**config.mk**
```make
export PLATFORM = sky130hd
export DESIGN_NAME = dense_to_csr_stream_unit
export DESIGN_NICKNAME = d
export VERILOG_FILES = /design/src/rtl/core/d2csr_pkg.sv /design/src/rtl/core/dense_to_csr_stream_unit.sv /design/src/rtl/core/d2csr_keep.sv /design/src/rtl/core/d2csr_serializer.sv
export SDC_FILE = /design/constraint.sdc
export NUM_CORES = 1
export LEC_CHECK = 0
export CORE_MARGIN = 3
export CORE_UTILIZATION = 55
export DETAILED_ROUTE_END_ITERATION = 12
export DONT_BUFFER_PORTS = 1
export PLACE_DENSITY = 0.77
export SLEW_MARGIN = 20
export SYNTH_ARGS = -nofsm -noshare
export SYNTH_HDL_FRONTEND = slang
export SYNTH_SLANG_ARGS = --single-unit
```
**constraint.sdc**
```tcl
create_clock -name clk -period 5.3 [get_ports clk]
set_input_delay 0.265 -clock clk [delete_from_list [all_inputs] [get_ports clk]]
set_output_delay 0.265 -clock clk [all_outputs]
set_load 0.03 [all_outputs]
```
**src/rtl/core/d2csr_pkg.sv**
```systemverilog
`timescale 1ns / 1ps
// ----------------------------------------------------------------------------
// d2csr_pkg: shared types and constants
// Register indexes, result kinds and the slot bundle between the two stages.
// ----------------------------------------------------------------------------
package d2csr_pkg;

    localparam int MaxRowsDefault = 4096;
    localparam int MaxColsDefault = 4096;
    localparam int CfgIdxW        = 2;
    localparam int CfgDataW       = 32;
    localparam int SizeW          = 13;
    localparam int ColW           = 12;
    localparam int ValW           = 32;
    localparam int PtrW           = 25;
    localparam logic [PtrW-1:0] KeptMax = '1;
    localparam int OutDataW       = 72;

    typedef enum logic [CfgIdxW-1:0] {
        REG_HALF      = 2'd0,
        REG_THRESHOLD = 2'd1,
        REG_ROWS      = 2'd2,
        REG_COLS      = 2'd3
    } reg_idx_t;

    typedef enum logic {
        KIND_ENTRY = 1'b0,
        KIND_PTR   = 1'b1
    } kind_t;

    // up to three results caused by one element
    typedef struct packed {
        logic            first_ptr;
        logic            entry;
        logic            end_ptr;
        logic            last;
        logic [ColW-1:0] column;
        logic [ValW-1:0] value;
        logic [PtrW-1:0] ptr;
    } slot_t;

endpackage

```
**src/rtl/core/dense_to_csr_stream_unit.sv**
```systemverilog
`timescale 1ns / 1ps
// ----------------------------------------------------------------------------
// dense_to_csr_stream_unit: dense matrix to CSR stream converter
// Keeps elements past a magnitude threshold and emits CSR entries and row
// pointers for a row-major element stream.
//
//   channel   | dir | payload
//   s_axis    | in  | tdata[31:0] element_bits
//   m_axis    | out | tdata: column_index, entry_value, row_pointer; tuser kind;
//             |     | tlast last
//   cfg       | in  | wr_en, wr_index, wr_data (0 half, 1 threshold, 2 rows,
//             |     | 3 cols)
//
// An element is accepted whenever the slot can reload; the compare and counter update sit
// between the input handshake and the result slot register. Each element
// causes zero to three result transactions, sent one per cycle while m_axis_tready is
// high, so the input runs at one element per cycle whenever an element causes at most
// one result and the output does not stall. The slot reloads in the same cycle its last
// result leaves. Reset clears counters, half and threshold, sets rows and cols to one; output stalls hold the slot.
// ----------------------------------------------------------------------------
module dense_to_csr_stream_unit
#(
    parameter int MAX_ROWS = d2csr_pkg::MaxRowsDefault,
    parameter int MAX_COLS = d2csr_pkg::MaxColsDefault
)
(
    input  logic                              clk,
    input  logic                              rst_n,
    input  logic                              wr_en,
    input  logic [d2csr_pkg::CfgIdxW-1:0]     wr_index,
    input  logic [d2csr_pkg::CfgDataW-1:0]    wr_data,
    input  logic                              s_axis_tvalid,
    output logic                              s_axis_tready,
    input  logic [31:0]                       s_axis_tdata,   // element_bits[31:0]
    output logic                              m_axis_tvalid,
    input  logic                              m_axis_tready,
    // column_index[11:0], entry_value[43:12], row_pointer[68:44], zero pad
    output logic [d2csr_pkg::OutDataW-1:0]    m_axis_tdata,
    output logic                              m_axis_tuser,   // kind
    output logic                              m_axis_tlast
);
    import d2csr_pkg::*;

    localparam logic [SizeW-1:0] RowsMax = SizeW'(MAX_ROWS > 4096 ? 4096 : MAX_ROWS);
    localparam logic [SizeW-1:0] ColsMax = SizeW'(MAX_COLS > 4096 ? 4096 : MAX_COLS);

    logic             half_reg;
    logic [31:0]      thr_reg;
    logic [SizeW-1:0] rows_reg, cols_reg;
    logic [ColW-1:0]  col_reg, col_next, row_reg, row_next;
    logic [PtrW-1:0]  kept_reg, kept_next;
    logic [SizeW-1:0] rows_eff, cols_eff;
    logic             keep, accept, row_end, final_row, load_ok;
    slot_t            slot;

    // Configuration writes
    always_ff @(posedge clk or negedge rst_n)
    begin
        if (!rst_n)
        begin
            half_reg <= 1'b0;
            thr_reg  <= '0;
            rows_reg <= SizeW'(1);
            cols_reg <= SizeW'(1);
        end
        else if (wr_en)
        begin
            case (reg_idx_t'(wr_index))
                REG_HALF:      half_reg <= wr_data[0];
                REG_THRESHOLD: thr_reg  <= wr_data;
                REG_ROWS:      rows_reg <= wr_data[SizeW-1:0];
                REG_COLS:      cols_reg <= wr_data[SizeW-1:0];
                default:       ;
            endcase
        end
    end

    // Clamp sizes: zero acts as one, oversize acts as the maximum
    always_comb
    begin
        rows_eff = (rows_reg == '0) ? SizeW'(1) : (rows_reg > RowsMax ? RowsMax : rows_reg);
        cols_eff = (cols_reg == '0) ? SizeW'(1) : (cols_reg > ColsMax ? ColsMax : cols_reg);
    end

    d2csr_keep u_keep
    (
        .half_precision (half_reg),
        .threshold_bits (thr_reg),
        .element_bits   (s_axis_tdata),
        .keep           (keep)
    );

    assign s_axis_tready = load_ok;
    assign accept        = s_axis_tvalid && s_axis_tready;
    assign row_end       = {1'b0, col_reg} >= cols_eff - SizeW'(1);
    assign final_row     = {1'b0, row_reg} >= rows_eff - SizeW'(1);

    // Counter update and result slot build
    always_comb
    begin
        col_next  = col_reg;
        row_next  = row_reg;
        kept_next = kept_reg;
        slot.first_ptr = (col_reg == '0) && (row_reg == '0);
        slot.entry     = keep;
        slot.end_ptr   = row_end;
        slot.last      = row_end && final_row;
        slot.column    = col_reg;
        slot.value     = half_reg ? {16'd0, s_axis_tdata[15:0]} : s_axis_tdata;
        if (keep && kept_reg != KeptMax)
            kept_next = kept_reg + PtrW'(1);
        slot.ptr = kept_next;
        if (accept)
        begin
            if (row_end)
            begin
                col_next = '0;
                if (final_row)
                begin
                    row_next  = '0;
                    kept_next = '0;
                end
                else
                    row_next = row_reg + ColW'(1);
            end
            else
                col_next = col_reg + ColW'(1);
        end
        else
            kept_next = kept_reg;
    end

    always_ff @(posedge clk or negedge rst_n)
    begin
        if (!rst_n)
        begin
            col_reg  <= '0;
            row_reg  <= '0;
            kept_reg <= '0;
        end
        else
        begin
            col_reg  <= col_next;
            row_reg  <= row_next;
            kept_reg <= kept_next;
        end
    end

    d2csr_serializer u_ser
    (
        .clk           (clk),
        .rst_n         (rst_n),
        .load          (accept),
        .slot          (slot),
        .empty_next_ok (load_ok),
        .m_axis_tvalid (m_axis_tvalid),
        .m_axis_tready (m_axis_tready),
        .m_axis_tdata  (m_axis_tdata),
        .m_axis_tuser  (m_axis_tuser),
        .m_axis_tlast  (m_axis_tlast)
    );

    // Last only on a row pointer
    assert property (@(posedge clk) disable iff (!rst_n)
        m_axis_tvalid && m_axis_tlast |-> m_axis_tuser == KIND_PTR)
        else $error("last on entry");
    // Matrix end returns counters to zero
    assert property (@(posedge clk) disable iff (!rst_n)
        accept && row_end && final_row |=> col_reg == '0 && row_reg == '0 && kept_reg == '0)
        else $error("counters not cleared");
    // Every accepted element yields at least one result next cycle when first
    assert property (@(posedge clk) disable iff (!rst_n)
        accept && slot.first_ptr |=> m_axis_tvalid && m_axis_tuser == KIND_PTR)
        else $error("missing first pointer");

endmodule

```
**src/rtl/core/d2csr_keep.sv**
```systemverilog
`timescale 1ns / 1ps
// ----------------------------------------------------------------------------
// d2csr_keep: threshold compare
// Decides whether an element passes the magnitude threshold (IEEE order).
// ----------------------------------------------------------------------------
module d2csr_keep
(
    input  logic        half_precision,
    input  logic [31:0] threshold_bits,
    input  logic [31:0] element_bits,
    output logic        keep
);
    logic        v_nan, t_nan, v_neg, t_neg, v_zero, t_zero;
    logic [30:0] v_mag, t_mag;

    always_comb
    begin
        if (half_precision)
        begin
            v_mag = {16'd0, element_bits[14:0]};
            t_mag = {16'd0, threshold_bits[14:0]};
            v_neg = element_bits[15];
            t_neg = threshold_bits[15];
            v_nan = (element_bits[14:10] == 5'h1f) && (element_bits[9:0] != '0);
            t_nan = (threshold_bits[14:10] == 5'h1f) && (threshold_bits[9:0] != '0);
        end
        else
        begin
            v_mag = element_bits[30:0];
            t_mag = threshold_bits[30:0];
            v_neg = element_bits[31];
            t_neg = threshold_bits[31];
            v_nan = (element_bits[30:23] == 8'hff) && (element_bits[22:0] != '0);
            t_nan = (threshold_bits[30:23] == 8'hff) && (threshold_bits[22:0] != '0);
        end
        v_zero = (v_mag == '0);
        t_zero = (t_mag == '0);
        // rv >= rt || rv <= -rt  <=>  |v| >= |t| when t >= 0; always when t < 0
        if (v_nan || t_nan)
            keep = 1'b0;
        else if (t_neg && !t_zero)
            keep = 1'b1;
        else
            keep = (v_mag >= t_mag) || v_zero && t_zero;
    end

endmodule

```
**src/rtl/core/d2csr_serializer.sv**
```systemverilog
`timescale 1ns / 1ps
// ----------------------------------------------------------------------------
// d2csr_serializer: result queue
// Holds one slot of up to three results and drains it one per cycle while m_axis_tready is high.
// ----------------------------------------------------------------------------
module d2csr_serializer
    import d2csr_pkg::*;
(
    input  logic                   clk,
    input  logic                   rst_n,
    input  logic                   load,
    input  slot_t                  slot,
    output logic                   empty_next_ok,
    output logic                   m_axis_tvalid,
    input  logic                   m_axis_tready,
    output logic [OutDataW-1:0]    m_axis_tdata,
    output logic                   m_axis_tuser,
    output logic                   m_axis_tlast
);
    slot_t      slot_reg;
    logic [2:0] pend_reg, pend_next;
    logic [2:0] cur;
    logic       pop;

    assign pop = m_axis_tvalid && m_axis_tready;
    // lowest pending result is sent first
    assign cur = pend_reg & ~(pend_reg - 3'd1);
    assign m_axis_tvalid = (pend_reg != '0);
    // can accept a new slot when empty or when the last pending result is leaving
    assign empty_next_ok = (pend_reg == '0) || (pop && (pend_reg == cur));

    always_comb
    begin
        pend_next = pend_reg;
        if (pop)
            pend_next = pend_reg & ~cur;
        if (load)
            pend_next = {slot.end_ptr, slot.entry, slot.first_ptr};
    end

    always_ff @(posedge clk or negedge rst_n)
    begin
        if (!rst_n)
            pend_reg <= '0;
        else
            pend_reg <= pend_next;
    end

    always_ff @(posedge clk)
    begin
        if (load)
            slot_reg <= slot;
    end

    always_comb
    begin
        m_axis_tuser = KIND_PTR;
        m_axis_tlast = 1'b0;
        m_axis_tdata = '0;
        if (cur[1])
        begin
            m_axis_tuser = KIND_ENTRY;
            m_axis_tdata = {{(PtrW+3){1'b0}}, slot_reg.value, slot_reg.column};
        end
        else if (cur[2])
        begin
            m_axis_tlast = slot_reg.last;
            m_axis_tdata = {3'd0, slot_reg.ptr, {(ValW+ColW){1'b0}}};
        end
    end

endmodule
```
==> impl_metrics.csv <==
group,metric,value,unit
run_status,outcome,"finished, final reports clean",
grt,grt_pass1_wl,38700,microns
sta,fmax,0.208,GHz
synthesis,async_reset_ff_share,61.3,%
pwr,leakage,4.79,nW
sta,period_share,90.6,%
worst_setup_path,rr_endpoint,"kept_reg[14]",
sta,timing.setup.tns,0,ns
detailed_routing,wl_per_cell,18.7,microns
worst_setup_path,crit_path_max_incr_delay,0.54,ns
worst_setup_path,cp-end-kind,"flip-flop",
worst_setup_path,cp_max_fo,14,
finish,drive_above_1_share,11.6,%
clock_tree,clkTransAtPathRegs,0.07,ns
detailed_routing,vias,7795,
worst_setup_path,critPathSlowestCell,"or4_1",
sta,fin_ws,0.499,ns
worst_setup_path,cp_num_buf_inv,0,
detailed_routing,avgViaCountPerCell,6.03,
synthesis,syn_avg_cell_area,10.4,sq um
sta,skew,0.00789,ns
synthesis,synth.distinct_cells,70,
finish,nets,1181,
clock_tree,cts_tree,"built",
pwr,ir_worst_vdd,324,uV
detailed_routing,drtIter0Drc,612,
place,dp_hpwl,17000,microns
synthesis,synth_top_area_share,26.2,%
clock_tree,cts_buffers,17,
grt,grt_pass1_vias,7461,
sta,hold_viol,0,
sta,period_needed,4.80,ns
worst_setup_path,r2r_cells,18,
worst_setup_path,reg2reg_from,"cols_reg[8]",
clock_tree,cts_max_path_buffers,2,
worst_hold_path,hold_path_depth,1,
finish,area_growth,12.9,%
detailed_routing,ant_nets,0,
detailed_routing,drcViolationCount,0,
synthesis,ys.warnings.count,0,
floorplanning,core-area,18300,sq um
worst_hold_path,hp-class,"in2reg",
finish,final_cell_mix,"dfrtp_1, and2_1, nand2_1, edfxtp_1, nor2_1",
synthesis,netlist.top_cell.by_area,"dfrtp_1",
floorplanning,rows,49,
synthesis,synth_area,10400,sq um
sta,rsz0062_at_grt,"no",
worst_setup_path,cp.required,5.65,ns
floorplanning,die_y,144,microns
floorplanning,fp.dieW,144,microns
worst_setup_path,critPathLaunch,"cols_reg[8]",
clock_tree,clk_latency,0.43,ns
clock_tree,clkSinkCount,181,
detailed_routing,detail_route.first_pass.iterations,5,
floorplanning,dieArea,20600,sq um
place,place.port_buffers,0,
grt,antenna_found_initial,2,
synthesis,synth_cells,1006,
pwr,powerDensity,379,nW/um^2
place,dp_slack,0.292,ns
sta,setup_viol,0,
synthesis,synth_edf_count,70,
grt,track_usage,23.8,%
worst_setup_path,crit_cells,18,
worst_setup_path,start_kind,"flip-flop",
worst_setup_path,path_delay_family,"simple AND/OR/NAND/NOR gates",
grt,grt_max_degree,112,
worst_setup_path,crit_end,"kept_reg[14]",
synthesis,synth-seq-cells,181,
place,gp_congestion,0.862,
finish,final_common_cell,"dfrtp_1",
worst_setup_path,cp.arrival,5.15,ns
sta,slew_viol_final,0,
clock_tree,ctsRootBufferMaster,"clkbuf_16",
detailed_routing,drt-total-wl,24100,microns
synthesis,synth_ff_type,"dfrtp_1",
floorplanning,io_pins,147,
flow_run,drv_cap,0,
sta,worst_slew_pin_slew,0.778,ns
synthesis,synth_area_leaders,"dfrtp_1, edfxtp_1, ha_1, mux2_2, and2_1",
grt,grt_remaining_overflow,0,
finish,largest_register_ffs,70,
clock_tree,cts-htree-levels,4,
floorplanning,initial_utilization,57.1,%
sta,max_slew_margin,48.1,%
worst_setup_path,r2r_setup_slack,0.50,ns
worst_setup_path,path_cells,"nor2_1 -> nand2_1 -> nor3_2 -> a31oi_1 -> or2_2 -> ha_1 -> nor3b_1 -> a21oi_1 -> o21ai_0 -> ha_1 -> a21o_1 -> a21o_1 -> a2111oi_1 -> o31ai_1 -> nand3_1 -> nand2_1 -> or4_1 -> o211ai_1",
worst_setup_path,critPathKind,"reg2reg",
synthesis,yosysSeqAreaShare,46.8,%
## area by class of cell
cell class / instances / area, sq um
diodes: 2 / 5.00
clock buffers: 17 / 425
clock inverters: 15 / 169
fillers: 1421 / 6500
inverters: 34 / 129
multi-input cells: 755 / 5280
flip-flops and latches: 181 / 4880
well taps: 229 / 287
repair buffers: 59 / 588
## cells in the mapped netlist, types with 17 or more instances
cell	instances
nor2_1	63
xnor2_1	23
mux2_2	59
nand4_1	19
nor3_1	17
o21ai_0	33
clkbuf_1	28
nor4_1	25
ha_1	62
nor2b_1	46
edfxtp_1	70
and2_1	73
nand2_1	71
dfrtp_1	109
inv_1	33
nand3_1	41
a21oi_1	30
o31ai_1	18
## how the worst min path moves through the flow
| stage | from | endpoint | slack (ns) |
|---|---|---|---|
| after floorplan | rst_n | col_reg[0] | -0.03 |
| after global placement | rst_n | thr_reg[9] | -0.02 |
| after detailed placement | rst_n | thr_reg[9] | -0.02 |
| after CTS | wr_index[0] | half_reg | 0.02 |
| after global routing | s_axis_tdata[30] | u_ser.slot_reg[55] | 0.03 |
| final | s_axis_tdata[20] | u_ser.slot_reg[45] | 0.04 |
## repair_timing
item / 4_1_cts / 5_1_grt
hold buffers: 51 / 0
resized for setup: 0 / 2
endpoints found under the setup margin: 0 / 23
hold endpoints to repair: 187 / 0
buffers inserted: 0 / 0
## layer usage
layer	wire (microns)	track usage, %
met4	331	6.19
met2	11400	37.7
met5	0	0
met1	10800	32.9
met3	1560	6.06
## power by group
part           switching, W  internal, W
clock network      0.000570     0.000708
logic              0.000783     0.000482
registers          0.000211      0.00171
## metrics by stage
stage / util [%] / instance area [sq um] / hold slack, ns / total power, W / cells
after floorplan: - / 10400 / -0.0306 / 0.00287 / 1008
after global placement: 58.2 / 10600 / -0.0243 / 0.00310 / 1207
after detailed placement: 58.2 / 10600 / -0.0241 / 0.00314 / 1207
after CTS: 64.3 / 11800 / 0.0242 / 0.00447 / 1290
after global routing: 64.4 / 11800 / 0.0252 / 0.00473 / 1292
final: 64.4 / 11800 / 0.0394 / 0.00446 / 1292
## cells by family (layout without fill, tap and decap cells)
| logic type | Yosys count | after routing | synth area share [%] |
|---|---|---|---|
| other cells | 1 | 5 | 0.0360 |
| simple gates | 421 | 421 | 21.9 |
| xor+xnor | 39 | 39 | 3.28 |
| buf+inv | 72 | 125 | 2.75 |
| compound gates | 169 | 169 | 11.2 |
| flops | 181 | 181 | 46.8 |
| fa+ha+maj | 62 | 62 | 7.44 |
| mux | 61 | 61 | 6.57 |
(Power assumes the default switching activity.)
